`src/design/cru_ram.sv`:
```
module cru_ram #(
    parameter int WIDTH = 32,
    parameter int DEPTH = 32
) (
    input  logic                     clk,
    input  logic                     we,
    input  logic [$clog2(DEPTH)-1:0] waddr,
    input  logic [WIDTH-1:0]         wdata,
    input  logic [$clog2(DEPTH)-1:0] raddr,
    output logic [WIDTH-1:0]         rdata
);

    logic [WIDTH-1:0] mem [DEPTH];

    always_ff @(posedge clk)
    begin
        if (we)
        begin
            mem[waddr] <= wdata;
        end
        rdata <= mem[raddr];
    end

endmodule

```
`config.mk`:
```
export PLATFORM = sky130hd
export DESIGN_NAME = cru_ram
export DESIGN_NICKNAME = d
export VERILOG_FILES = /design/src/design/cru_ram.sv
export SDC_FILE = /design/constraint.sdc
export NUM_CORES = 1
export LEC_CHECK = 0
export ABC_AREA = 1
export ABC_CLOCK_PERIOD_IN_PS = 5000
export BUFFER_PORTS_ARGS = -buffer_cell sky130_fd_sc_hd__buf_2
export CORE_ASPECT_RATIO = 2
export CORE_MARGIN = 1
export CORE_UTILIZATION = 50
export CTS_CLUSTER_SIZE = 8
export DETAILED_ROUTE_END_ITERATION = 10
export PLACE_DENSITY = 0.66
export SYNTH_ARGS = -nofsm -noshare
export SYNTH_HDL_FRONTEND = slang
export SYNTH_SLANG_ARGS = --single-unit
export TNS_END_PERCENT = 30
```
`constraint.sdc`:
```
create_clock -name clk -period 5 [get_ports clk]
set_input_delay 1 -clock clk [delete_from_list [all_inputs] [get_ports clk]]
set_output_delay 1 -clock clk [all_outputs]
set_load 0.01 [all_outputs]
```
==> impl_metrics.json <==
{
  "final_util_pct": 57.1,
  "io_buffers": 75,
  "vias": 27400,
  "grtUsageMet1_pct": 30.7,
  "syn_inst": 3536,
  "htreeDepth": 4,
  "clock.fmax_mhz": 366,
  "cts_setup_buffers": 0,
  "endpoint_kind": "flop",
  "drv_slew": 0,
  "r2r_end": "rdata[9]$_DFF_P_",
  "io_pins": 76,
  "grt_util_met3_pct": 3.59,
  "wire_per_inst_um": 23.8,
  "syn-cell-area_sq_mm": 0.0424,
  "finalClockSkew_ns": 0.0175,
  "synth_area_per_cell_sq_um": 12.0,
  "final-hold-violation-count": 0,
  "hold_end": "rdata[15]$_DFF_P_",
  "final_layout_size_suffix_gt1_share_pct": 9.24,
  "irDropWorstVdd_mv": 0.271,
  "drcViolationCount": 0,
  "r2r_slack_ns": 3.61,
  "place_ws_ns": 1.54,
  "tightest_slew_ns": 0.951,
  "clk_transition_reported_paths_ns": 0.05,
  "r2r.worst_path.cells": 8,
  "gp_congestion": 0.810,
  "cts_buffers": 149,
  "startpoint_type": "input port",
  "relSlewSlack_pct": 36.4,
  "area_delta_synth_final_pct": 12.6,
  "setup_ws_ns": 2.27,
  "dr.pass1.iters": 7,
  "ant_nets": 0,
  "overflow": 0,
  "hp-start": "mem[2][15]$_DFFE_PP_",
  "multi_input_area_sq_mm": 0.00967,
  "worstSkewPairLatency_ns": 0.70,
  "seq_area_sq_mm": 0.0314,
  "grt_pass1_vias": 27300,
  "finalCritPeriodShare_pct": 54.6,
  "met2_usage_pct": 48.1,
  "timing.final.crit_period_ns": 2.73,
  "dieHeight_um": 414,
  "layout.nets": 3655,
  "dpl.hpwl_um": 58000,
  "clockRootBuffer": "clkbuf_16",
  "cts_tree": "built",
  "synth_cell_types": 14,
  "ys_seq_area_share_pct": 74.0,
  "fp-row-count": 150,
  "coreArea_sq_mm": 0.0837,
  "power_density_mw_per_mm2": 423,
  "crit_start": "waddr[0]",
  "grt_max_degree": 171,
  "cp.arrival_ns": 3.14,
  "grt_pass1_wl_um": 168000,
  "fill_cells": 6624,
  "maxCapViolations": 0,
  "grt_antenna_before_repair": 6,
  "gr-max-usage-layer": "met2",
  "r2r-start": "mem[9][9]$_DFFE_PP_",
  "setup_viol": 0,
  "yosys_warnings": 0,
  "syn_nets": 3580,
  "hold_path.class": "flop to flop",
  "p_leak_nw": 17.6,
  "cts_buffer_depth": 3,
  "postRouteWirelength_um": 113000,
  "path_max_fanout": 19,
  "ys_ff_latch": 1056,
  "hold_depth": 8,
  "grt_use_total_pct": 26.6,
  "dr.first_iter.drc_count": 2924,
  "die_area_sq_mm": 0.0860,
  "final.setup.tns_ns": 0,
  "path_class": "input port to flop",
  "required_ns": 5.41,
  "cts-hold-fix-buffers": 0,
  "initial_utilization_pct": 50.7,
  "rsz0062_at_grt": "no",
  "status": "complete, no violations",
  "cts_resized": 0,
  "cts.sinks": 1056,
  "die_x_um": 208,
  "via_per_inst": 5.76
}
[cells in the final DEF, fill, tap and decap left out]
cell,synthesis,routed
buf_4,24,55
inv_6,0,8
clkinv_2,0,1
inv_8,1,1
buf_6,66,1
nor2_4,0,32
dfxtp_1,32,32
buf_8,3,2
clkbuf_16,0,153
nand3_1,780,780
inv_16,0,2
clkinv_8,0,2
buf_12,0,13
buf_2,83,71
edfxtp_1,1024,1024
diode_2,0,1
inv_2,2,1
nand2_1,1440,1440
inv_1,7,5
clkbuf_1,24,77
[layout make-up]
cell class / count / area share, %
well taps: 1064 / 2.79
diodes: 1 / 0.00524
flip-flops and latches: 1056 / 65.7
inverters: 10 / 0.141
repair buffers: 142 / 2.24
multi-input cells: 2252 / 20.2
clock inverters: 10 / 0.238
clock buffers: 230 / 8.62
[sequential cells by signal, indices dropped and copies added (netlist names)]
name   count
mem     1024
rdata     32
[power by group]
part,switching (W),internal (W)
sequential,0.0000366,0.00986
combinational,0.000843,0.000280
clock,0.00359,0.00560
total,0.00447,0.0157
[routing by layer]
layer  vias to the layer above  routed length [um]
met3                       309                7030
met5                         -                  39
met4                         6                5680
met1                     13500               40700
li1                      12500                   -
met2                      1173               59900
[Yosys cell counts]
master	n	area, sq um
buf_1	18	67.6
nor2_1	32	120
nand2_1	1440	5410
dfxtp_1	32	641
buf_6	66	743
buf_4	24	180
inv_8	1	11.3
buf_2	83	415
edfxtp_1	1024	30700
nand3_1	780	3900
inv_2	2	7.51
inv_1	7	26.3
buf_8	3	45.0
clkbuf_1	24	90.1
[stage by stage]
step	cell area (sq um)	power, W	hold WS [ns]	instances
floorplan	42400	0.0107	0.688	3536
global placement	43500	0.0112	0.734	4524
detailed placement	43500	0.0112	0.751	4524
CTS	47800	0.0203	0.760	4764
global route	47800	0.0207	0.810	4765
finish	47800	0.0202	0.748	4765
[logic make-up after synthesis]
| family | after synthesis | synth area share, % |
|---|---|---|
| buffers and inverters | 228 | 3.74 |
| DFF | 1056 | 74.0 |
| and+or+nand+nor | 2252 | 22.2 |
[critical path: stages]
cell and delay (ns):
buf_2 0.12, inv_1 0.07, nand3_1 0.61, nor2_4 0.99, buf_4 0.32
[worst max-delay path by stage]
stage,to
5_1_grt,mem[16][23]$_DFFE_PP_
3_5_place_dp,mem[26][11]$_DFFE_PP_
2_1_floorplan,mem[0][0]$_DFFE_PP_
3_3_place_gp,mem[26][12]$_DFFE_PP_
4_1_cts,mem[26][0]$_DFFE_PP_
6_report,mem[16][23]$_DFFE_PP_
Power figures use the tool's default switching activity.
