File: config.mk
export PLATFORM = sky130hd
export DESIGN_NAME = cru_div
export DESIGN_NICKNAME = d
export VERILOG_FILES = /design/src/design/cru_pkg.sv /design/src/design/cru_div.sv
export SDC_FILE = /design/constraint.sdc
export NUM_CORES = 1
export LEC_CHECK = 0
export CORE_ASPECT_RATIO = 1.5
export CORE_MARGIN = 5
export CORE_UTILIZATION = 45
export CTS_CLUSTER_SIZE = 14
export DETAILED_ROUTE_END_ITERATION = 8
export DONT_BUFFER_PORTS = 1
export PLACE_DENSITY_LB_ADDON = 0.15
export SLEW_MARGIN = 0
export SYNTH_ARGS = -nofsm -noshare
export SYNTH_HDL_FRONTEND = slang
export SYNTH_SLANG_ARGS = --single-unit
export TNS_END_PERCENT = 1
File: constraint.sdc
create_clock -name clk -period 4.9 [get_ports clk]
set_clock_uncertainty 0.1 [all_clocks]
set_input_delay 0.98 -clock clk [delete_from_list [all_inputs] [get_ports clk]]
set_output_delay 0.98 -clock clk [all_outputs]
set_load 0.03 [all_outputs]
File: src/design/cru_pkg.sv
package cru_pkg;

    localparam int MAX_N     = 32;
    localparam int IDX_W     = $clog2(MAX_N);
    localparam int ORD_W     = IDX_W + 1;
    localparam int FA_W      = $clog2(MAX_N * MAX_N);
    localparam int DATA_W    = 32;
    localparam int CMD_W     = 2;
    localparam int ST_W      = 2;
    localparam int CFG_W     = 6;
    localparam int CFG_IDX_W = 1;

    // Rotation coefficients span [-1.0, 1.0] in Q16 and need 18 signed bits.
    localparam int CO_W = 18;

    // Divider: dividend magnitude bits and signed quotient width.
    localparam int DIV_NW = 50;
    localparam int DIV_QW = DIV_NW + 1;
    localparam int DEN_W  = DATA_W + 1;

    localparam int SQ_W     = 64;
    localparam int SQ_STEPS = SQ_W / 2;
    localparam int ROOT_W   = SQ_W / 2;

    typedef enum logic [CMD_W-1:0] {
        CMD_WRITE  = 2'd0,
        CMD_READ   = 2'd1,
        CMD_VECTOR = 2'd2
    } cmd_t;

    typedef enum logic [ST_W-1:0] {
        ST_OK     = 2'd0,
        ST_DOMAIN = 2'd1,
        ST_RANGE  = 2'd2
    } status_t;

    typedef enum logic [CFG_IDX_W-1:0] {
        REG_SIZE   = 1'd0,
        REG_LAYOUT = 1'd1
    } reg_idx_t;

    typedef struct packed {
        logic                     start;
        logic signed [63:0]       num;
        logic signed [DEN_W-1:0]  den;
    } div_req_t;

    typedef struct packed {
        logic                     done;
        logic signed [DIV_QW-1:0] quo;
    } div_rsp_t;

    typedef struct packed {
        logic            start;
        logic [SQ_W-1:0] radicand;
    } sq_req_t;

    typedef struct packed {
        logic              done;
        logic [ROOT_W-1:0] root;
    } sq_rsp_t;

endpackage

File: src/design/cru_div.sv
module cru_div (
    input  logic              clk,
    input  logic              rst_n,
    input  cru_pkg::div_req_t req,
    output cru_pkg::div_rsp_t rsp
);

    localparam int CNT_W = $clog2(cru_pkg::DIV_NW);

    logic                            busy_reg;
    logic                            done_reg;
    logic                            neg_reg;
    logic [CNT_W-1:0]                cnt_reg;
    logic [cru_pkg::DIV_NW-1:0]      nm_reg;
    logic [cru_pkg::DIV_NW-1:0]      q_reg;
    logic [cru_pkg::DEN_W-1:0]       den_reg;
    logic [cru_pkg::DEN_W-1:0]       rem_reg;
    logic [cru_pkg::DEN_W:0]         trial;
    logic [cru_pkg::DEN_W:0]         diff;
    logic                            ge;
    logic [63:0]                     num_abs;
    logic [cru_pkg::DEN_W-1:0]       den_abs;
    logic [cru_pkg::DIV_QW-1:0]      q_ext;

    assign num_abs = req.num[63] ? 64'(-req.num) : 64'(req.num);
    assign den_abs = req.den[cru_pkg::DEN_W-1] ? cru_pkg::DEN_W'(-req.den)
                                               : cru_pkg::DEN_W'(req.den);
    assign trial   = {rem_reg, nm_reg[cru_pkg::DIV_NW-1]};
    assign ge      = trial >= {1'b0, den_reg};
    assign diff    = trial - {1'b0, den_reg};

    always_ff @(posedge clk or negedge rst_n)
    begin
        if (!rst_n)
        begin
            busy_reg <= 1'b0;
            done_reg <= 1'b0;
        end
        else
        begin
            done_reg <= 1'b0;
            if (req.start)
            begin
                busy_reg <= 1'b1;
                cnt_reg  <= CNT_W'(cru_pkg::DIV_NW - 1);
                neg_reg  <= req.num[63] ^ req.den[cru_pkg::DEN_W-1];
                nm_reg   <= num_abs[cru_pkg::DIV_NW-1:0];
                den_reg  <= den_abs;
                rem_reg  <= '0;
                q_reg    <= '0;
            end
            else if (busy_reg)
            begin
                rem_reg <= ge ? diff[cru_pkg::DEN_W-1:0] : trial[cru_pkg::DEN_W-1:0];
                nm_reg  <= nm_reg << 1;
                q_reg   <= {q_reg[cru_pkg::DIV_NW-2:0], ge};
                if (cnt_reg == '0)
                begin
                    busy_reg <= 1'b0;
                    done_reg <= 1'b1;
                end
                else
                begin
                    cnt_reg <= cnt_reg - 1'b1;
                end
            end
        end
    end

    assign q_ext    = {1'b0, q_reg};
    assign rsp.done = done_reg;
    assign rsp.quo  = neg_reg ? -$signed(q_ext) : $signed(q_ext);

endmodule

==> results of run 1 <==
==> Yosys cell counts, drive strengths merged (24+ instances only) <==
cell type and number:
a21oi 84, a311oi 24, clkbuf 57, edfxtp 173, ha 38, inv 53
mux2i 52, nand2 88, nand3 37, nor2 150, o21ai 75, o31ai 45
or3 26, xnor2 93, xor2 59
==> final cells by class <==
class / count / area share (%)
clock buffer: 20 / 3.30
sequential: 175 / 39.6
multi-input combinational: 970 / 50.2
timing repair buffer: 26 / 1.47
clock inverter: 12 / 0.689
tap: 337 / 3.18
inverter: 54 / 1.53
==> repair_timing <==
item	CTS	global route
setup buffers	0	12
resized for setup	12	13
endpoints found under the setup margin	10	13
pin swaps	0	10
hold buffers	0	0
==> worst register-to-register path, cell delays in order, from the launching register on <==
cell       delay [ns]
edfxtp_1         0.34
inv_1            0.10
ha_1             0.22
inv_1            0.07
fa_1             0.21
a21o_1           0.15
a221oi_1         0.12
a31o_2           0.31
or4_1            0.56
a31oi_1          0.41
o221a_2          0.67
nor2_1           0.12
buf_4            0.20
a2111oi_0        0.38
==> power by group <==
| part | internal, mW | switching [mW] |
|---|---|---|
| Combinational | 0.453 | 0.701 |
| Sequential | 1.82 | 0.104 |
| Clock | 0.692 | 0.568 |
==> metrics by stage <==
stage / hold slack, ns / TNS [ns] / utilization [%]
after CTS: 0.0999 / -0.220 / 49.1
after detailed placement: 0.453 / 0 / 46.8
after floorplan: 0.425 / 0 / -
after global placement: 0.443 / 0 / 46.8
final: 0.161 / 0 / 49.7
after global routing: 0.112 / -0.993 / 49.7
==> worst paths after layout <==
| kind | cells past startpoint | slack (ns) | start | end |
|---|---|---|---|---|
| worst max-delay path | 8 | 0.01 | q_reg[15]$_SDFFCE_PP0P_ | rsp[39] |
| worst min-delay path | 0 | 0.16 | rst_n | busy_reg$_DFF_PN0_ |
| worst max register to register | 13 | 0.75 | nm_reg[49]$_DFFE_PP_ | rem_reg[8]$_SDFFCE_PP0P_ |
| worst min register to register | 1 | 0.46 | nm_reg[48]$_DFFE_PP_ | nm_reg[49]$_DFFE_PP_ |
| max in group asynchronous | 0 | 4.38 | rst_n | busy_reg$_DFF_PN0_ |
| min in group clk | 1 | 0.46 | nm_reg[48]$_DFFE_PP_ | nm_reg[49]$_DFFE_PP_ |
==> metal layers <==
layer | routed length, um | up-vias | GRT usage [%]
met1 | 12100 | 4445 | 22.5
met4 | 608 | 0 | 6.79
met3 | 1130 | 38 | 3.55
li1 | - | 4648 | -
met2 | 14700 | 219 | 32.5
met5 | 0 | - | 0
==> cell usage in the layout, fill, tap and decap left out, types with 6 or more instances in the layout <==
cell type / Yosys / final
o21ai_0: 74 / 69
nor2b_1: 8 / 7
a21oi_1: 84 / 84
inv_1: 53 / 53
nor2_1: 150 / 149
or3_1: 24 / 23
o31ai_1: 41 / 41
o211ai_1: 6 / 6
and2_1: 7 / 7
or4_1: 14 / 14
nand2b_1: 9 / 9
a311oi_1: 24 / 24
ha_1: 38 / 38
o41ai_1: 16 / 15
nand2_1: 88 / 88
xor2_1: 59 / 59
nor4_1: 15 / 15
xnor2_1: 93 / 81
buf_4: 2 / 26
nand4_1: 16 / 16
nand3_1: 37 / 37
clkbuf_16: 0 / 17
edfxtp_1: 173 / 173
nor3_1: 14 / 14
a21o_1: 13 / 13
o21a_1: 6 / 6
mux2i_1: 52 / 52
o21ai_1: 1 / 6
xnor2_2: 0 / 11
==> kinds of logic after synthesis <==
family | Yosys count
xor gates and xnor gates | 152
and+or+nand+nor | 410
adders and majority gates | 39
DFF | 175
muxes | 54
AOI/OAI and AO/OA | 315
buffers and inverters | 124
==> impl_summary.md, run 1 <==
Detailed routing
After detailed routing, the number of remaining DRC violations is 0. In this run the remaining antenna-violating nets after routing total 0. The first-iteration detailed-routing DRC count is 537. The average wire per standard cell is 17.9 um. Dividing the detail-routed via count by the number of cells gives 5.87. Before antenna repair, the detailed router went through 7 iterations. The routed layout has 9,350 vias. After detailed routing, the total wire length is 28,500 um.

Power and ir drop
The power per unit of standard cell area is 327 nW/um^2. The completed layout was analyzed and its total power is 4.34 mW. The worst vdd rail ir drop is 0.275 mV. The static power due to leakage is 5.05 nW.

Yosys
Yosys printed 0 warnings. The post-synthesis xor/xnor area fraction is 10.9%. The synthesized netlist devotes 4.06% of its cell area to adder and majority cells. The synthesized netlist occupies a cell area of 12,200 um^2. The cell type with the highest aggregate area in the netlist is edfxtp_1. The sequential share of the synthesized area is 43.0%. The portion of synthesized cell area occupied by the leading cell type is 42.6%. After synthesis, the netlist uses 70 different library cells. The average footprint of a synthesized cell is 9.61 um^2.

Of the total synthesized cell area, the portion taken by AND, OR, NAND and NOR gates is 16.5%. The synthesized netlist devotes 17.2% of its cell area to compound gates. Multiplexer cells account for 4.45% of the synthesized area. The most used flip-flop cell after synthesis is edfxtp_1.

After technology mapping, the gate count stands at 1,269. After synthesis, the cell types taking the most area are edfxtp_1, xnor2_1, nor2_1, mux2i_1, xor2_1. The combinational family with the most area after synthesis is compound AO/OA/AOI/OAI gates. The post-synth net total is 1,408.

In this run, synthesis inferred 173 flip-flops with an integrated enable. The synthesized design contains 175 register bits. The share of synthesized flip-flops with an asynchronous set or reset is 1.14%.

Placed design
The worst setup slack before clock tree synthesis is 0.349 ns. The post-detailed-placement half-perimeter wirelength is 19,500 um. In this run the cell area measured after placement is 12,500 um^2. Routability-driven placement finished with a final weighted congestion of 0.919.

The cell count after placement is 1,550. The number of port buffers is 0.

STA
The top achievable clock speed is 0.205 GHz. Setup repair after global routing could not meet its margin everywhere. At the pin with the least slew margin, the transition time is 1.20 ns. The count of final max-slew check failures is 0.

The shortest clock period the worst path allows after layout is 4.89 ns. The relative max-transition margin is 19.4%. The number of endpoints failing setup at the final stage is 0. The final hold violation count is 0. In the post-route analysis, the smallest setup slack over all paths is 0.0118 ns. The final critical path takes up 99.8% of the cycle.

Die
The number of top-level pins is 152. The chip width is 144 um. The core region is 26,700 um^2. The overall die height is 212 um.

The floorplan has 73 rows. For this configuration, the core starts out at a cell density of 45.7%. The die area is 30,600 um^2.

Run status
The run finished with clean final reports.

Worst setup path
The critical path arrival is 3.81 ns. Walking the worst path, the cells encountered are or4_4, nor3_4, nand4_2, or3_4, or3_4, or4_4, o41ai_4, xnor2_4. On the critical path the largest part of the delay comes from simple AND/OR/NAND/NOR gates. For the worst setup path, the data required time is 3.82 ns. Together, buffers and inverters on the worst path number 0. The class of the most critical setup path is reg2out.

The largest single stage delay on the critical path is 0.59 ns. The largest individual stage delay along the critical path comes from the cell or4_4. The sort of element at the end of the critical path is a primary output. Of all nets on the critical path, the largest fanout is 6.

STA classifies the critical path startpoint as a flip-flop.

CTS
The number of buffers created by CTS is 17. The number of levels in the clock H-tree is 4. The number of sinks on the clock net is 175. The clock root buffer is clkbuf_16. The CTS tree is done. The later-pin clock latency in the skew report is 0.44 ns. The clock passes through at most 2 buffers. Clock-pin slew was measured on the worst setup and hold paths at 0.07 ns.

Final layout
In the final design database the tool counted 1,383 nets. The combined area of the multi-input logic cells is 6650 um^2. The synthesis-to-finish area growth is 8.65%. Registers take 5250 um^2. Counting the fill cells in the layout gives 2,516. The finished cells cover 13,300 um^2. In the final layout, the share of cells above drive strength 1 is 7.56%. The repair_antennas step left the layout with diodes totalling 0.

The post-layout instance count excluding filler cells is 1,594.

Global routing
The number of global-route vias before repair is 9,122. The maximum number of pins on one net before global-route repair is 181. The global routing usage summed across all routing layers is 18.6%. The first global-routing pass estimated 46,000 um of wire. Summed over all layers, the global routing overflow is 0. The number of antenna violations at the first check in global routing is 0.

Worst hold path
The class of the worst hold path is in2async.

Job
The number of violations of the max-capacitance limit is 0.
Power figures use the tool's default switching activity.
==> run 2, diff against run 1 <==
- clock period: 4.9 -> 4.65 ns (I/O delays scaled with it)
==> impl_summary.md, run 2 (synthesis gave the netlist of run 1 again) <==
Placed design
Once detailed placement completed, the half-perimeter wirelength came to 19,600 um. The total placed instance area is 12,500 um^2. Port buffering added 0 buffers.

The final RePlAce weighted congestion is 0.891.

Die
In this run the vertical extent of the chip is 212 um. In this run the count of I/O pins placed on the die edge is 152. The floorplan step defined a die boundary enclosing 30,600 um^2. Measured along the x axis, the die boundary spans 144 um.

The area inside the core boundary is 26,700 um^2. The site row count is 73. The initial utilization of the core area, before any placement, comes to 45.7%.

STA
The worst hold margin is 0.118 ns. The worst pin sits at a relative slew slack of 29.3%. The top achievable clock speed is 0.211 GHz. The count of final max-slew check failures is 0. Setup violations remaining at the end of the flow were counted as 8.

After routing, the total negative slack on setup checks comes to -0.492 ns. At the pin with the least slew margin, the transition time is 1.05 ns. Setup repair after global routing could not meet its margin everywhere. The portion of the clock cycle consumed by the worst path in the final layout is 102%. The final worst setup slack is -0.0959 ns. The final hold violation count was 0. The shortest clock period the worst path allows after layout is 4.75 ns.

Final layout
Leaving out fill and tap cells, the most frequent cells in the layout are edfxtp_1, nor2_1, nand2_1. The proportion of layout cells with a drive suffix above 1 is 8.78%. The synthesis-to-finish area growth is 9.44%. The final instance area is 13,300 um^2. The number of nets at the end of the flow is 1,390. The count of inserted antenna diode cells is 0. The library cell used most frequently in the layout, excluding fill and tap cells, is edfxtp_1.

CTS
The clock edge transition at the registers on the reported setup and hold paths is 0.07 ns. TritonCTS built the clock tree. The number of buffers on the longest clock path is 2. The number of levels in the clock H-tree is 4.

In this run the clock root is driven by a clkbuf_16. The number of clock buffers added by TritonCTS is 17. The number of sinks on the clock net is 175. For the worst-skew pair, the clock arrives at the later sink with an insertion delay of 0.44 ns. The count of hold-fix buffers inserted at cts is 0.

Worst setup path
At the worst endpoint, the required time is 3.62 ns. The start of the worst register-to-register path is nm_reg[49]$_DFFE_PP_. In this run the critical register-to-register path is captured at rem_reg[20]$_SDFFCE_PP0P_. The setup check on the worst reg-to-reg path leaves a slack of 0.63 ns. STA puts the critical path data arrival time at 3.72 ns.

The depth of the worst register-to-register path is 14. STA classifies the critical path startpoint as a flip-flop. Of all nets on the critical path, the largest fanout is 6. By startpoint and endpoint, the worst setup path is classified as reg2out. The worst setup path is captured at a primary output.

Global routing
The number of global-route vias before repair is 9,130. The number of antenna violations at the first check in global routing is 0. The global-route wire length before repair is 45,700 um.

Global routing used 18.4% of the available tracks across all layers. The maximum number of pins on one net before global-route repair is 181. The total overflow left after global routing is 0.

Run status
The run finished, with violations left. The checks that failed: setup timing.

Detailed routing
The average wire per standard cell is 17.8 um. The first routing iteration left 457 violations. The detailed router placed 9,389 vias in this run.

In the routed design, unresolved DRC markers number 0. The total detailed-routing wirelength is 28,500 um. The number of detailed-routing iterations run before antenna repair is 4. The detail-routed via count per cell is 5.86. The remaining antenna violation count after routing is 0.

Power and ir drop
The clock share of power is 29.6%. The static power due to leakage is 5.09 nW. Net switching is 32.1% of the power. The portion of total power attributed to sequential cells is 43.7%. VDD sags by at most 0.262 mV. The share of total power in combinational logic is 26.7%. The internal power of the cells totals 3.13 mW. The power per unit of standard cell area is 346 nW/um^2. Summed over all nets, the switching power comes to 1.48 mW.

Overall power consumption after layout is estimated at 4.62 mW.

Worst hold path
The path class of the tightest hold or removal check is in2async.

Job
The number of violations of the max-capacitance limit is 0.
## run 2: stage by stage
step           utilization (%)  instances  worst slack, ns
2_1_floorplan                -       1269            0.353
3_3_place_gp              47.0       1559            0.218
3_5_place_dp              47.0       1559            0.191
4_1_cts                   49.8       1600          -0.0699
5_1_grt                   50.0       1601           -0.261
6_report                  50.0       1601          -0.0959
## run 2: worst max-delay path by stage
stage	endpoint	cells after the start	slack (ns)	startpoint
6_report	rsp[42]	9	-0.1	q_reg[9]$_SDFFCE_PP0P_
4_1_cts	rsp[39]	8	-0.07	q_reg[16]$_SDFFCE_PP0P_
3_5_place_dp	rsp[49]	8	0.19	q_reg[16]$_SDFFCE_PP0P_
2_1_floorplan	rsp[39]	9	0.35	q_reg[16]$_SDFFCE_PP0P_
5_1_grt	rsp[42]	9	-0.26	q_reg[8]$_SDFFCE_PP0P_
3_3_place_gp	rsp[42]	9	0.22	q_reg[16]$_SDFFCE_PP0P_
## run 2: power by group through the flow
stage | clock network (mW) | registers [mW] | logic, mW
after CTS | 1.40 | 2.02 | 1.23
after global placement | 0 | 2.04 | 1.19
after detailed placement | 0 | 2.05 | 1.21
after global routing | 1.46 | 2.04 | 1.37
after floorplan | 0 | 2.02 | 0.994
final | 1.36 | 2.02 | 1.23
## run 2: final cells by class
type / count / area [um^2]
Tap cell: 337 / 422
Clock inverter: 15 / 120
Multi-Input combinational cell: 970 / 6680
Timing Repair Buffer: 33 / 248
Fill cell: 2540 / 13300
Inverter: 54 / 203
Sequential cell: 175 / 5250
Clock buffer: 17 / 425
## run 2: critical path: stages, from the launching register on
cell and delay [ns]:
edfxtp_1 0.38, or3_4 0.42, nor4_4 0.42, nand4_1 0.21
or3_4 0.37, or3_1 0.37, or4_4 0.50, o41ai_4 0.27
xnor2_1 0.16, buf_4 0.18
## run 2: repair_timing
| item | CTS | global route |
|---|---|---|
| gates resized for setup | 22 | 11 |
| setup buffers | 9 | 1 |
| pin swaps | 12 | 7 |
| endpoints found under the setup margin | 13 | 16 |
## run 2: routing by layer
layer  track usage, %  part of all wire, %  vias up
met3             3.28                  4.2       50
met4             6.82                  2.6        0
met1             22.3                   42     4466
met5                0                    0        -
met2             32.3                   51      198
li1                 -                    -     4675
