[config.mk]
export PLATFORM = sky130hd
export DESIGN_NAME = cru_sqrt
export DESIGN_NICKNAME = d
export VERILOG_FILES = /design/src/design/cru_pkg.sv /design/src/design/cru_sqrt.sv
export SDC_FILE = /design/constraint.sdc
export NUM_CORES = 1
export LEC_CHECK = 0
export ABC_AREA = 0
export BUFFER_PORTS_ARGS = -buffer_cell sky130_fd_sc_hd__buf_2
export CORE_ASPECT_RATIO = 0.5
export CORE_UTILIZATION = 25
export CTS_BUF_LIST = sky130_fd_sc_hd__clkbuf_8
export DETAILED_ROUTE_END_ITERATION = 7
export GPL_ROUTABILITY_DRIVEN = 0
export PLACE_DENSITY = 0.42
export SETUP_SLACK_MARGIN = 0.15
export SLEW_MARGIN = 20
export SYNTH_ARGS = -nofsm -noshare
export SYNTH_HDL_FRONTEND = slang
export SYNTH_SLANG_ARGS = --single-unit
[constraint.sdc]
create_clock -name clk -period 11.7 [get_ports clk]
set_input_delay 1.17 -clock clk [delete_from_list [all_inputs] [get_ports clk]]
set_output_delay 1.17 -clock clk [all_outputs]
set_load 0.02 [all_outputs]
[src/design/cru_pkg.sv]
package cru_pkg;

    localparam int MAX_N     = 32;
    localparam int IDX_W     = $clog2(MAX_N);
    localparam int ORD_W     = IDX_W + 1;
    localparam int FA_W      = $clog2(MAX_N * MAX_N);
    localparam int DATA_W    = 32;
    localparam int CMD_W     = 2;
    localparam int ST_W      = 2;
    localparam int CFG_W     = 6;
    localparam int CFG_IDX_W = 1;

    // Rotation coefficients span [-1.0, 1.0] in Q16 and need 18 signed bits.
    localparam int CO_W = 18;

    // Divider: dividend magnitude bits and signed quotient width.
    localparam int DIV_NW = 50;
    localparam int DIV_QW = DIV_NW + 1;
    localparam int DEN_W  = DATA_W + 1;

    localparam int SQ_W     = 64;
    localparam int SQ_STEPS = SQ_W / 2;
    localparam int ROOT_W   = SQ_W / 2;

    typedef enum logic [CMD_W-1:0] {
        CMD_WRITE  = 2'd0,
        CMD_READ   = 2'd1,
        CMD_VECTOR = 2'd2
    } cmd_t;

    typedef enum logic [ST_W-1:0] {
        ST_OK     = 2'd0,
        ST_DOMAIN = 2'd1,
        ST_RANGE  = 2'd2
    } status_t;

    typedef enum logic [CFG_IDX_W-1:0] {
        REG_SIZE   = 1'd0,
        REG_LAYOUT = 1'd1
    } reg_idx_t;

    typedef struct packed {
        logic                     start;
        logic signed [63:0]       num;
        logic signed [DEN_W-1:0]  den;
    } div_req_t;

    typedef struct packed {
        logic                     done;
        logic signed [DIV_QW-1:0] quo;
    } div_rsp_t;

    typedef struct packed {
        logic            start;
        logic [SQ_W-1:0] radicand;
    } sq_req_t;

    typedef struct packed {
        logic              done;
        logic [ROOT_W-1:0] root;
    } sq_rsp_t;

endpackage

[src/design/cru_sqrt.sv]
module cru_sqrt (
    input  logic             clk,
    input  logic             rst_n,
    input  cru_pkg::sq_req_t req,
    output cru_pkg::sq_rsp_t rsp
);

    logic                             busy_reg;
    logic                             done_reg;
    logic [$clog2(cru_pkg::SQ_STEPS)-1:0] cnt_reg;
    logic [cru_pkg::SQ_W-1:0]         v_reg;
    logic [cru_pkg::SQ_W-1:0]         res_reg;
    logic [cru_pkg::SQ_W-1:0]         bit_reg;
    logic [cru_pkg::SQ_W-1:0]         trial;

    assign trial = res_reg + bit_reg;

    always_ff @(posedge clk or negedge rst_n)
    begin
        if (!rst_n)
        begin
            busy_reg <= 1'b0;
            done_reg <= 1'b0;
        end
        else
        begin
            done_reg <= 1'b0;
            if (req.start)
            begin
                busy_reg <= 1'b1;
                cnt_reg  <= ($clog2(cru_pkg::SQ_STEPS))'(cru_pkg::SQ_STEPS - 1);
                v_reg    <= req.radicand;
                res_reg  <= '0;
                bit_reg  <= {2'b01, {(cru_pkg::SQ_W - 2){1'b0}}};
            end
            else if (busy_reg)
            begin
                if (v_reg >= trial)
                begin
                    v_reg   <= v_reg - trial;
                    res_reg <= (res_reg >> 1) + bit_reg;
                end
                else
                begin
                    res_reg <= res_reg >> 1;
                end
                bit_reg <= bit_reg >> 2;
                if (cnt_reg == '0)
                begin
                    busy_reg <= 1'b0;
                    done_reg <= 1'b1;
                end
                else
                begin
                    cnt_reg <= cnt_reg - 1'b1;
                end
            end
        end
    end

    assign rsp.done = done_reg;
    assign rsp.root = res_reg[cru_pkg::ROOT_W-1:0];

endmodule

==> results.ini, run 1 <==
[outcome]
status = finished, final reports clean

[detailed_routing]
vias = 19220
wl_um = 75410
postRouteAntennaNets = 0
wl_per_cell_um = 21.05
drt_iter0_drc = 1898
drc = 0
dr.pass1.iters = 6
route.detailed.vias_per_inst = 5.363

[layout]
final_layout_size_suffix_gt1_share_pct = 6.815
layoutNonFillerInstCount = 3583
fin_util_pct = 27.22
layout.nets = 2728
syn2layout_area_growth_pct = 7.394

[yosys]
synth_area_sq_um = 20750
synth_top_area_share_pct = 28.51
synthArstFlopShare_pct = 1.005
ys_ff_latch = 199
syn_inst = 2514
synth_common_cells = nand2_1, a21oi_1, nor2_1
synthTopCellsByArea = edfxtp_1, ha_1, nand2_1, a21oi_1, o21ai_0
synth_warnings = 0
syn_nets = 2775
synth.largest_area_cell = edfxtp_1
ys_seq_area_share_pct = 28.76
yosysMostFrequentCell = nand2_1
synth-edff-count = 197
synthFlopType = edfxtp_1
synth_area_per_cell_sq_um = 8.252
synth_cell_types = 85

[die]
ioPinCount = 100
dieHeight_um = 205.7
start_util_pct = 25.35
num_rows = 74
die_w_um = 409.4
core_area_sq_um = 81850
dieArea_sq_um = 84210

[worst_hold_path]
worstHoldPathType = reg -> reg
hold_end = cnt_reg[4]
hold_path_depth = 2
hp-start = cnt_reg[4]

[global_route]
grt_pass1_vias = 17800
track_usage_pct = 17.72
gr-total-overflow = 0
grt_max_degree = 153
grt_first_pass_wirelength_um = 114300
antenna_found_initial = 1

[setup_path]
worstPathArrival_ns = 8.22
r2r_end = v_reg[46]
critical_path_class = reg -> reg
reg2reg_depth = 21
start_kind = flop
crit_chain = ha_1, a2111oi_0, o21a_1, nand2b_1, o21ai_1, nor4b_1, o21ai_0, a21oi_1, a311oi_1, o21bai_1, xnor2_1, ha_1, nand2_1, o21ai_0, a21oi_1, o221ai_1, a41oi_1, a21oi_4, nand2_2, a21boi_4, buf_4
r2r_setup_slack_ns = 3.71
setup.worst_path.end_class = flop
crit_required_ns = 11.93
r2r-start = res_reg[6]
crit_path_top_delay_cell = a21oi_4
cp_slowest_stage_delay_ns = 0.84
path_max_fanout = 41

[clock_tree]
clkSinkCount = 199
numCtsBuffers = 17
insertion_delay_ns = 0.61
cts_tree = yes
cts_buffer_depth = 2
post_cts_buffers = 0
cts.repair.resized = 0
cts-root-buf = clkbuf_8
path_clk_slew_ns = 0.12
cts_hold_buf = 0
cts.htree.levels = 4

[sta]
worst_slew_pin_slew_ns = 1.085
hold_viol = 0
fmax_mhz = 125.1
finalClockSkew_ns = 0.02773
period_needed_ns = 7.993
finalCritPeriodShare_pct = 68.32
tns_ns = 0
finalSetupViolations = 0
maxSlewViolCount = 0
rsz0062_at_grt = no
maxSlewHeadroom_pct = 27.52

[placed_design]
io_buffers = 99
dpl.cell_count = 3550
dp_hpwl_um = 58850

[run]
max-cap-violations = 0

worst max-delay path by stage:
stage                startpoint         to  slack, ns  cells past startpoint
finish               res_reg[6]  v_reg[46]       3.71                     21
global route         bit_reg[0]  v_reg[48]       3.06                     21
CTS                 res_reg[26]  v_reg[48]       3.69                     20
detailed placement  res_reg[26]   v_reg[5]       3.75                     20
global placement    res_reg[32]   v_reg[7]       3.76                     20
floorplan           res_reg[12]   v_reg[0]       2.00                     20
area by class of cell:
type                            instances  area (sq um)
Fill cell                            8983         59570
Clock inverter                         14         112.6
Antenna cell                            1         2.502
Inverter                               52         195.2
Clock buffer                           18         247.7
Multi-Input combinational cell       2090         13790
Timing Repair Buffer                  107         583.1
Sequential cell                       199          5969
Tap cell                             1102          1379
worst max-delay path: cells and delay by family, from the launching register on:
| kind | cells | cell delay (ns) |
|---|---|---|
| buffers and inverters | 1 | 0.64 |
| adder cells (fa/ha/maj) | 2 | 0.84 |
| AO/OA/AOI/OAI | 13 | 4.63 |
| flip-flops | 1 | 0.49 |
| XOR/XNOR | 1 | 0.20 |
| AND/OR/NAND/NOR | 4 | 0.75 |
metrics by stage:
| step | instance area [sq um] | setup WS, ns | hold WS, ns |
|---|---|---|---|
| final | 22280 | 3.707 | 0.6331 |
| after global placement | 21920 | 3.758 | 0.6081 |
| after detailed placement | 21920 | 3.747 | 0.5972 |
| after global routing | 22280 | 3.056 | 0.6258 |
| after floorplan | 20750 | 2.000 | 0.5506 |
| after CTS | 22280 | 3.686 | 0.5995 |
kinds of logic (layout without fill, tap and decap cells):
logic type	Yosys count	count (layout)	share of synthesized area (%)
and+or+nand+nor	820	820	17.94
adders and majority gates	194	194	11.81
DFF	199	199	28.76
muxes	73	73	3.546
xor gates and xnor gates	170	170	7.177
AOI/OAI and AO/OA	833	833	25.95
buffers and inverters	225	191	4.825
other	0	1	0
layer usage:
| layer | routed length [um] | up-vias | global-route usage (%) |
|---|---|---|---|
| met5 | 0 | - | 0 |
| met1 | 41120 | 9427 | 28.28 |
| li1 | - | 9227 | - |
| met2 | 30090 | 528 | 24.74 |
| met3 | 3580 | 34 | 2.309 |
| met4 | 619 | 0 | 3.198 |
cell usage in the layout, fill, tap and decap left out, types with 24 or more instances in the layout:
| cell type | count |
|---|---|
| buf_2 | 97 |
| a311oi_1 | 43 |
| nor2_1 | 219 |
| o21a_1 | 24 |
| o21bai_1 | 35 |
| nand3_1 | 49 |
| a21oi_1 | 236 |
| xnor2_1 | 95 |
| nand2_1 | 318 |
| edfxtp_1 | 197 |
| nor2b_1 | 25 |
| and3_1 | 26 |
| ha_1 | 191 |
| inv_1 | 54 |
| nand4_1 | 54 |
| xor2_1 | 75 |
| nor3_1 | 37 |
| mux2i_1 | 69 |
| a21o_1 | 108 |
| o21ai_0 | 198 |
Power of run 1 is left out: the tool's default activity adds up to more than one toggle a clock period on the data nets, which glitch-free logic cannot reach.
==> inputs of run 2 (changes only) <==
--- a/config.mk
+++ b/config.mk
@@ -12,7 +12,7 @@
 export CTS_BUF_LIST = sky130_fd_sc_hd__clkbuf_8
 export DETAILED_ROUTE_END_ITERATION = 7
 export GPL_ROUTABILITY_DRIVEN = 0
-export PLACE_DENSITY = 0.42
+export PLACE_DENSITY = 0.44
 export SETUP_SLACK_MARGIN = 0.15
 export SLEW_MARGIN = 20
 export SYNTH_ARGS = -nofsm -noshare
==> constraint.sdc (replaced) <==
create_clock -name clk -period 7 [get_ports clk]
set_input_delay 0.7 -clock clk [delete_from_list [all_inputs] [get_ports clk]]
set_output_delay 0.7 -clock clk [all_outputs]
set_load 0.02 [all_outputs]
==> results.ini, run 2 (synthesis gave the netlist of run 1 again) <==
[sta]
fin_hold_ws_ns = 0.1224
fmax_mhz = 154.8
rsz0062_at_grt = yes
maxSlewViolCount = 0
finalSetupViolations = 0
finalClockSkew_ns = 0.02634
finalCritPeriodShare_pct = 92.29
tns_ns = 0
period_needed_ns = 6.460
worst_slew_pin_slew_ns = 1.025
setup_slack_ns = 0.5399
maxSlewHeadroom_pct = 31.69
hold_viol = 0

[global_route]
antenna_found_initial = 5
track_usage_pct = 17.52
grt_first_pass_wirelength_um = 112700
gr-total-overflow = 0
grt_max_degree = 126
grt_pass1_vias = 17670

[clock_tree]
cts_buffer_depth = 2
insertion_delay_ns = 0.60
cts_hold_buf = 0
clkSinkCount = 199
cts_tree = yes
numCtsBuffers = 17
post_cts_buffers = 0
cts.repair.resized = 0
cts-root-buf = clkbuf_8
cts.htree.levels = 4
path_clk_slew_ns = 0.13

[layout]
mostFrequentLayoutCell = nand2_1
final_layout_size_suffix_gt1_share_pct = 8.131
layout.nets = 2758
syn2layout_area_growth_pct = 8.848
layoutNonFillerInstCount = 3617
most-common-layout-cells = nand2_1, a21oi_1, nor2_1

[setup_path]
critical_path_class = reg -> reg
path_max_fanout = 16
worstPathArrival_ns = 6.86
setup.worst_path.end_class = flop
start_kind = flop
crit_required_ns = 7.40

[placed_design]
io_buffers = 99
dpl.cell_count = 3580
post-place-ws_ns = 0.2841
dp_hpwl_um = 58550

[detailed_routing]
postRouteAntennaNets = 0
wl_um = 75260
vias = 19120
drc = 0
drt_iter0_drc = 1717
dr.pass1.iters = 7
wl_per_cell_um = 20.81
route.detailed.vias_per_inst = 5.286

[die]
die_w_um = 409.4
start_util_pct = 25.35
dieArea_sq_um = 84210
dieHeight_um = 205.7
core_area_sq_um = 81850
ioPinCount = 100
num_rows = 74

[outcome]
status = finished, final reports clean

[run]
max-cap-violations = 0

[worst_hold_path]
worstHoldPathType = in -> async

-- run 2: changes by cell type in the layout (fill, tap and decap cells not counted), moves of 2 or more --
| cell | change |
|---|---|
| inv_1 | -2 |
| buf_12 | +2 |
| inv_8 | +4 |
| diode_2 | +5 |
| clkinv_2 | -2 |
| buf_4 | +28 |
-- run 2: worst paths after layout --
| kind | depth (start not counted) | slack (ns) | end | startpoint |
|---|---|---|---|---|
| setup / recovery | 21 | 0.54 | res_reg[49] | res_reg[28] |
| hold / removal | 1 | 0.12 | done_reg | rst_n |
| setup reg to reg | 21 | 0.54 | res_reg[49] | res_reg[28] |
| hold reg to reg | 3 | 0.64 | done_reg | cnt_reg[4] |
| max in group asynchronous | 1 | 6.32 | busy_reg | rst_n |
| min in group clk | 3 | 0.38 | v_reg[57] | req[57] |
-- run 2: worst max-delay path: stages, from the launching register on --
cell       delay [ns]
edfxtp_1         0.63
ha_1             0.51
a21o_1           0.26
or4_1            0.58
o41ai_2          0.46
o31ai_1          0.21
a41oi_2          0.32
o21ai_1          0.15
a21oi_1          0.18
o21bai_1         0.09
xnor2_1          0.13
ha_1             0.41
a21o_1           0.21
a21o_1           0.17
a21oi_1          0.15
o221ai_1         0.18
nor4bb_2         0.43
a21oi_4          0.18
inv_2            0.35
or3_1            0.17
o21ai_0          0.08
a2111oi_1        0.39
-- run 2: final cells by class --
type	instances	area (sq um)
diodes	6	15.01
clock buffers	17	234.0
clock inverters	14	141.4
fillers	8873	59270
inverters	52	195.2
multi-input cells	2090	13810
flip-flops and latches	199	5969
well taps	1102	1379
repair buffers	137	833.3
-- run 2: routing by layer --
metal  share of wire, %  vias to the layer above  GRT usage, %
li1                   -                     9310             -
met1                 55                     9270         28.52
met2                 38                      486         23.26
met3                5.1                       51         2.477
met4                1.3                        2         3.918
met5              0.027                        -             0
-- run 2: metrics by stage --
step	area, sq um	util, %
final	22580	27.59
after detailed placement	22170	27.08
after CTS	22540	27.54
after global routing	22580	27.58
after global placement	22170	27.08
after floorplan	20750	-
Power of run 2 is left out for the same reason.
==> inputs of run 3 (changes only) <==
--- a/config.mk
+++ b/config.mk
@@ -9,10 +9,11 @@
 export BUFFER_PORTS_ARGS = -buffer_cell sky130_fd_sc_hd__buf_2
 export CORE_ASPECT_RATIO = 0.5
 export CORE_UTILIZATION = 25
-export CTS_BUF_LIST = sky130_fd_sc_hd__clkbuf_8
+export CTS_BUF_LIST = sky130_fd_sc_hd__clkbuf_4 sky130_fd_sc_hd__clkbuf_8
 export DETAILED_ROUTE_END_ITERATION = 7
 export GPL_ROUTABILITY_DRIVEN = 0
 export PLACE_DENSITY = 0.44
+export REMOVE_ABC_BUFFERS = 1
 export SETUP_SLACK_MARGIN = 0.15
 export SLEW_MARGIN = 20
 export SYNTH_ARGS = -nofsm -noshare
==> results.ini, run 3 (synthesis gave the netlist of run 1 again) <==
[outcome]
status = finished, final reports clean

[detailed_routing]
drc = 0
vias = 18680
drt_iter0_drc = 1263
dr.pass1.iters = 5
wl_per_cell_um = 18.98
wl_um = 68690
postRouteAntennaNets = 0
route.detailed.vias_per_inst = 5.161

[sta]
finalSetupViolations = 0
fmax_mhz = 155.3
maxSlewHeadroom_pct = 32.65
rsz0062_at_grt = no
hold_viol = 0
period_needed_ns = 6.441
tns_ns = 0
finalClockSkew_ns = 0.03651
maxSlewViolCount = 0
finalCritPeriodShare_pct = 92.01
worst_slew_pin_slew_ns = 1.010

[worst_hold_path]
worstHoldPathType = in -> reg
hold_path_depth = 3

[setup_path]
cp_num_cells = 25
cp_slowest_stage_delay_ns = 0.47
start_kind = flop
crit_family = compound AO/OA/AOI/OAI gates
crit_required_ns = 7.42
reg2reg_depth = 25
path_max_fanout = 40
cpMostUsedCell = a21oi_1
crit_buf_inv = 5
worstPathArrival_ns = 6.86
crit_path_top_delay_cell = or3b_1
setup.worst_path.end_class = flop
critical_path_class = reg -> reg

[global_route]
grt_first_pass_wirelength_um = 107000
grt_max_degree = 93
antenna_found_initial = 0
gr-total-overflow = 0
track_usage_pct = 16.21
grt_pass1_vias = 18230

[die]
core_area_sq_um = 81850
start_util_pct = 25.35
die_w_um = 409.4
dieArea_sq_um = 84210
ioPinCount = 100
dieHeight_um = 205.7
num_rows = 74

[layout]
fin_util_pct = 27.74
final_layout_size_suffix_gt1_share_pct = 8.462
multi_input_area_sq_um = 13820
fillers = 9006
layout.nets = 2765
n_antenna_cell = 0
mostFrequentLayoutCell = nand2_1
register_area_sq_um = 5969
syn2layout_area_growth_pct = 9.432
most-common-layout-cells = nand2_1, a21oi_1, nor2_1

[clock_tree]
cts.htree.levels = 4
insertion_delay_ns = 0.63
cts_tree = yes
post_cts_buffers = 0
path_clk_slew_ns = 0.16
cts-root-buf = clkbuf_8
numCtsBuffers = 17
cts_buffer_depth = 2
clkSinkCount = 199

[placed_design]
dp_hpwl_um = 53410
io_buffers = 99

[run]
max-cap-violations = 0

## run 3: cell count changes in the layout (fill, tap and decap cells not counted), sizes merged, moves of 2 or more
| cell | change |
|---|---|
| buf | +6 |
| clkinv | +6 |
| clkinvlp | -2 |
| diode | -6 |
| inv | -2 |
## run 3: cell type report
type	instances	share of cell area [%]
clock buffers	17	1.031
clock inverters	15	0.8873
inverters	52	0.8653
multi-input cells	2090	60.87
flip-flops and latches	199	26.29
well taps	1102	6.073
repair buffers	144	3.985
## run 3: stage by stage
step | hold WS [ns] | setup slack [ns] | instance area [sq um] | std cells
floorplan | 0.4044 | -3.708 | 19940 | 2341
global placement | 0.5928 | 0.4218 | 22230 | 3586
detailed placement | 0.5923 | 0.2790 | 22230 | 3586
CTS | 0.2883 | 0.2027 | 22670 | 3619
global route | 0.3040 | 0.1533 | 22700 | 3619
finish | 0.3361 | 0.5590 | 22700 | 3619
## run 3: worst min-delay path, cell delays in order
cell	delay, ns
buf_2	0.08
nand2_1	0.04
o21ai_0	0.05
## run 3: what timing repair did
action,4_1_cts,5_1_grt
hold endpoints to repair,1,0
setup endpoints to repair,0,48
hold buffers,1,0
gates resized for setup,0,6
## run 3: final timing paths
kind | start | endpoint | slack [ns]
setup / recovery | bit_reg[0] | res_reg[11] | 0.56
hold / removal | req[25] | v_reg[25] | 0.34
setup reg to reg | bit_reg[0] | res_reg[11] | 0.56
hold reg to reg | cnt_reg[4] | done_reg | 0.62
max in group asynchronous | rst_n | done_reg | 5.53
min in group asynchronous | rst_n | busy_reg | 0.63
## run 3: per-layer routing
layer  GRT usage (%)  vias up  wire length, um
li1                -     9316                -
met1           21.21     8959            32270
met2           27.74      350            32820
met3           2.837       52             2673
met4           3.651        0              924
met5               0        -                0
Power of run 3 is left out for the same reason.
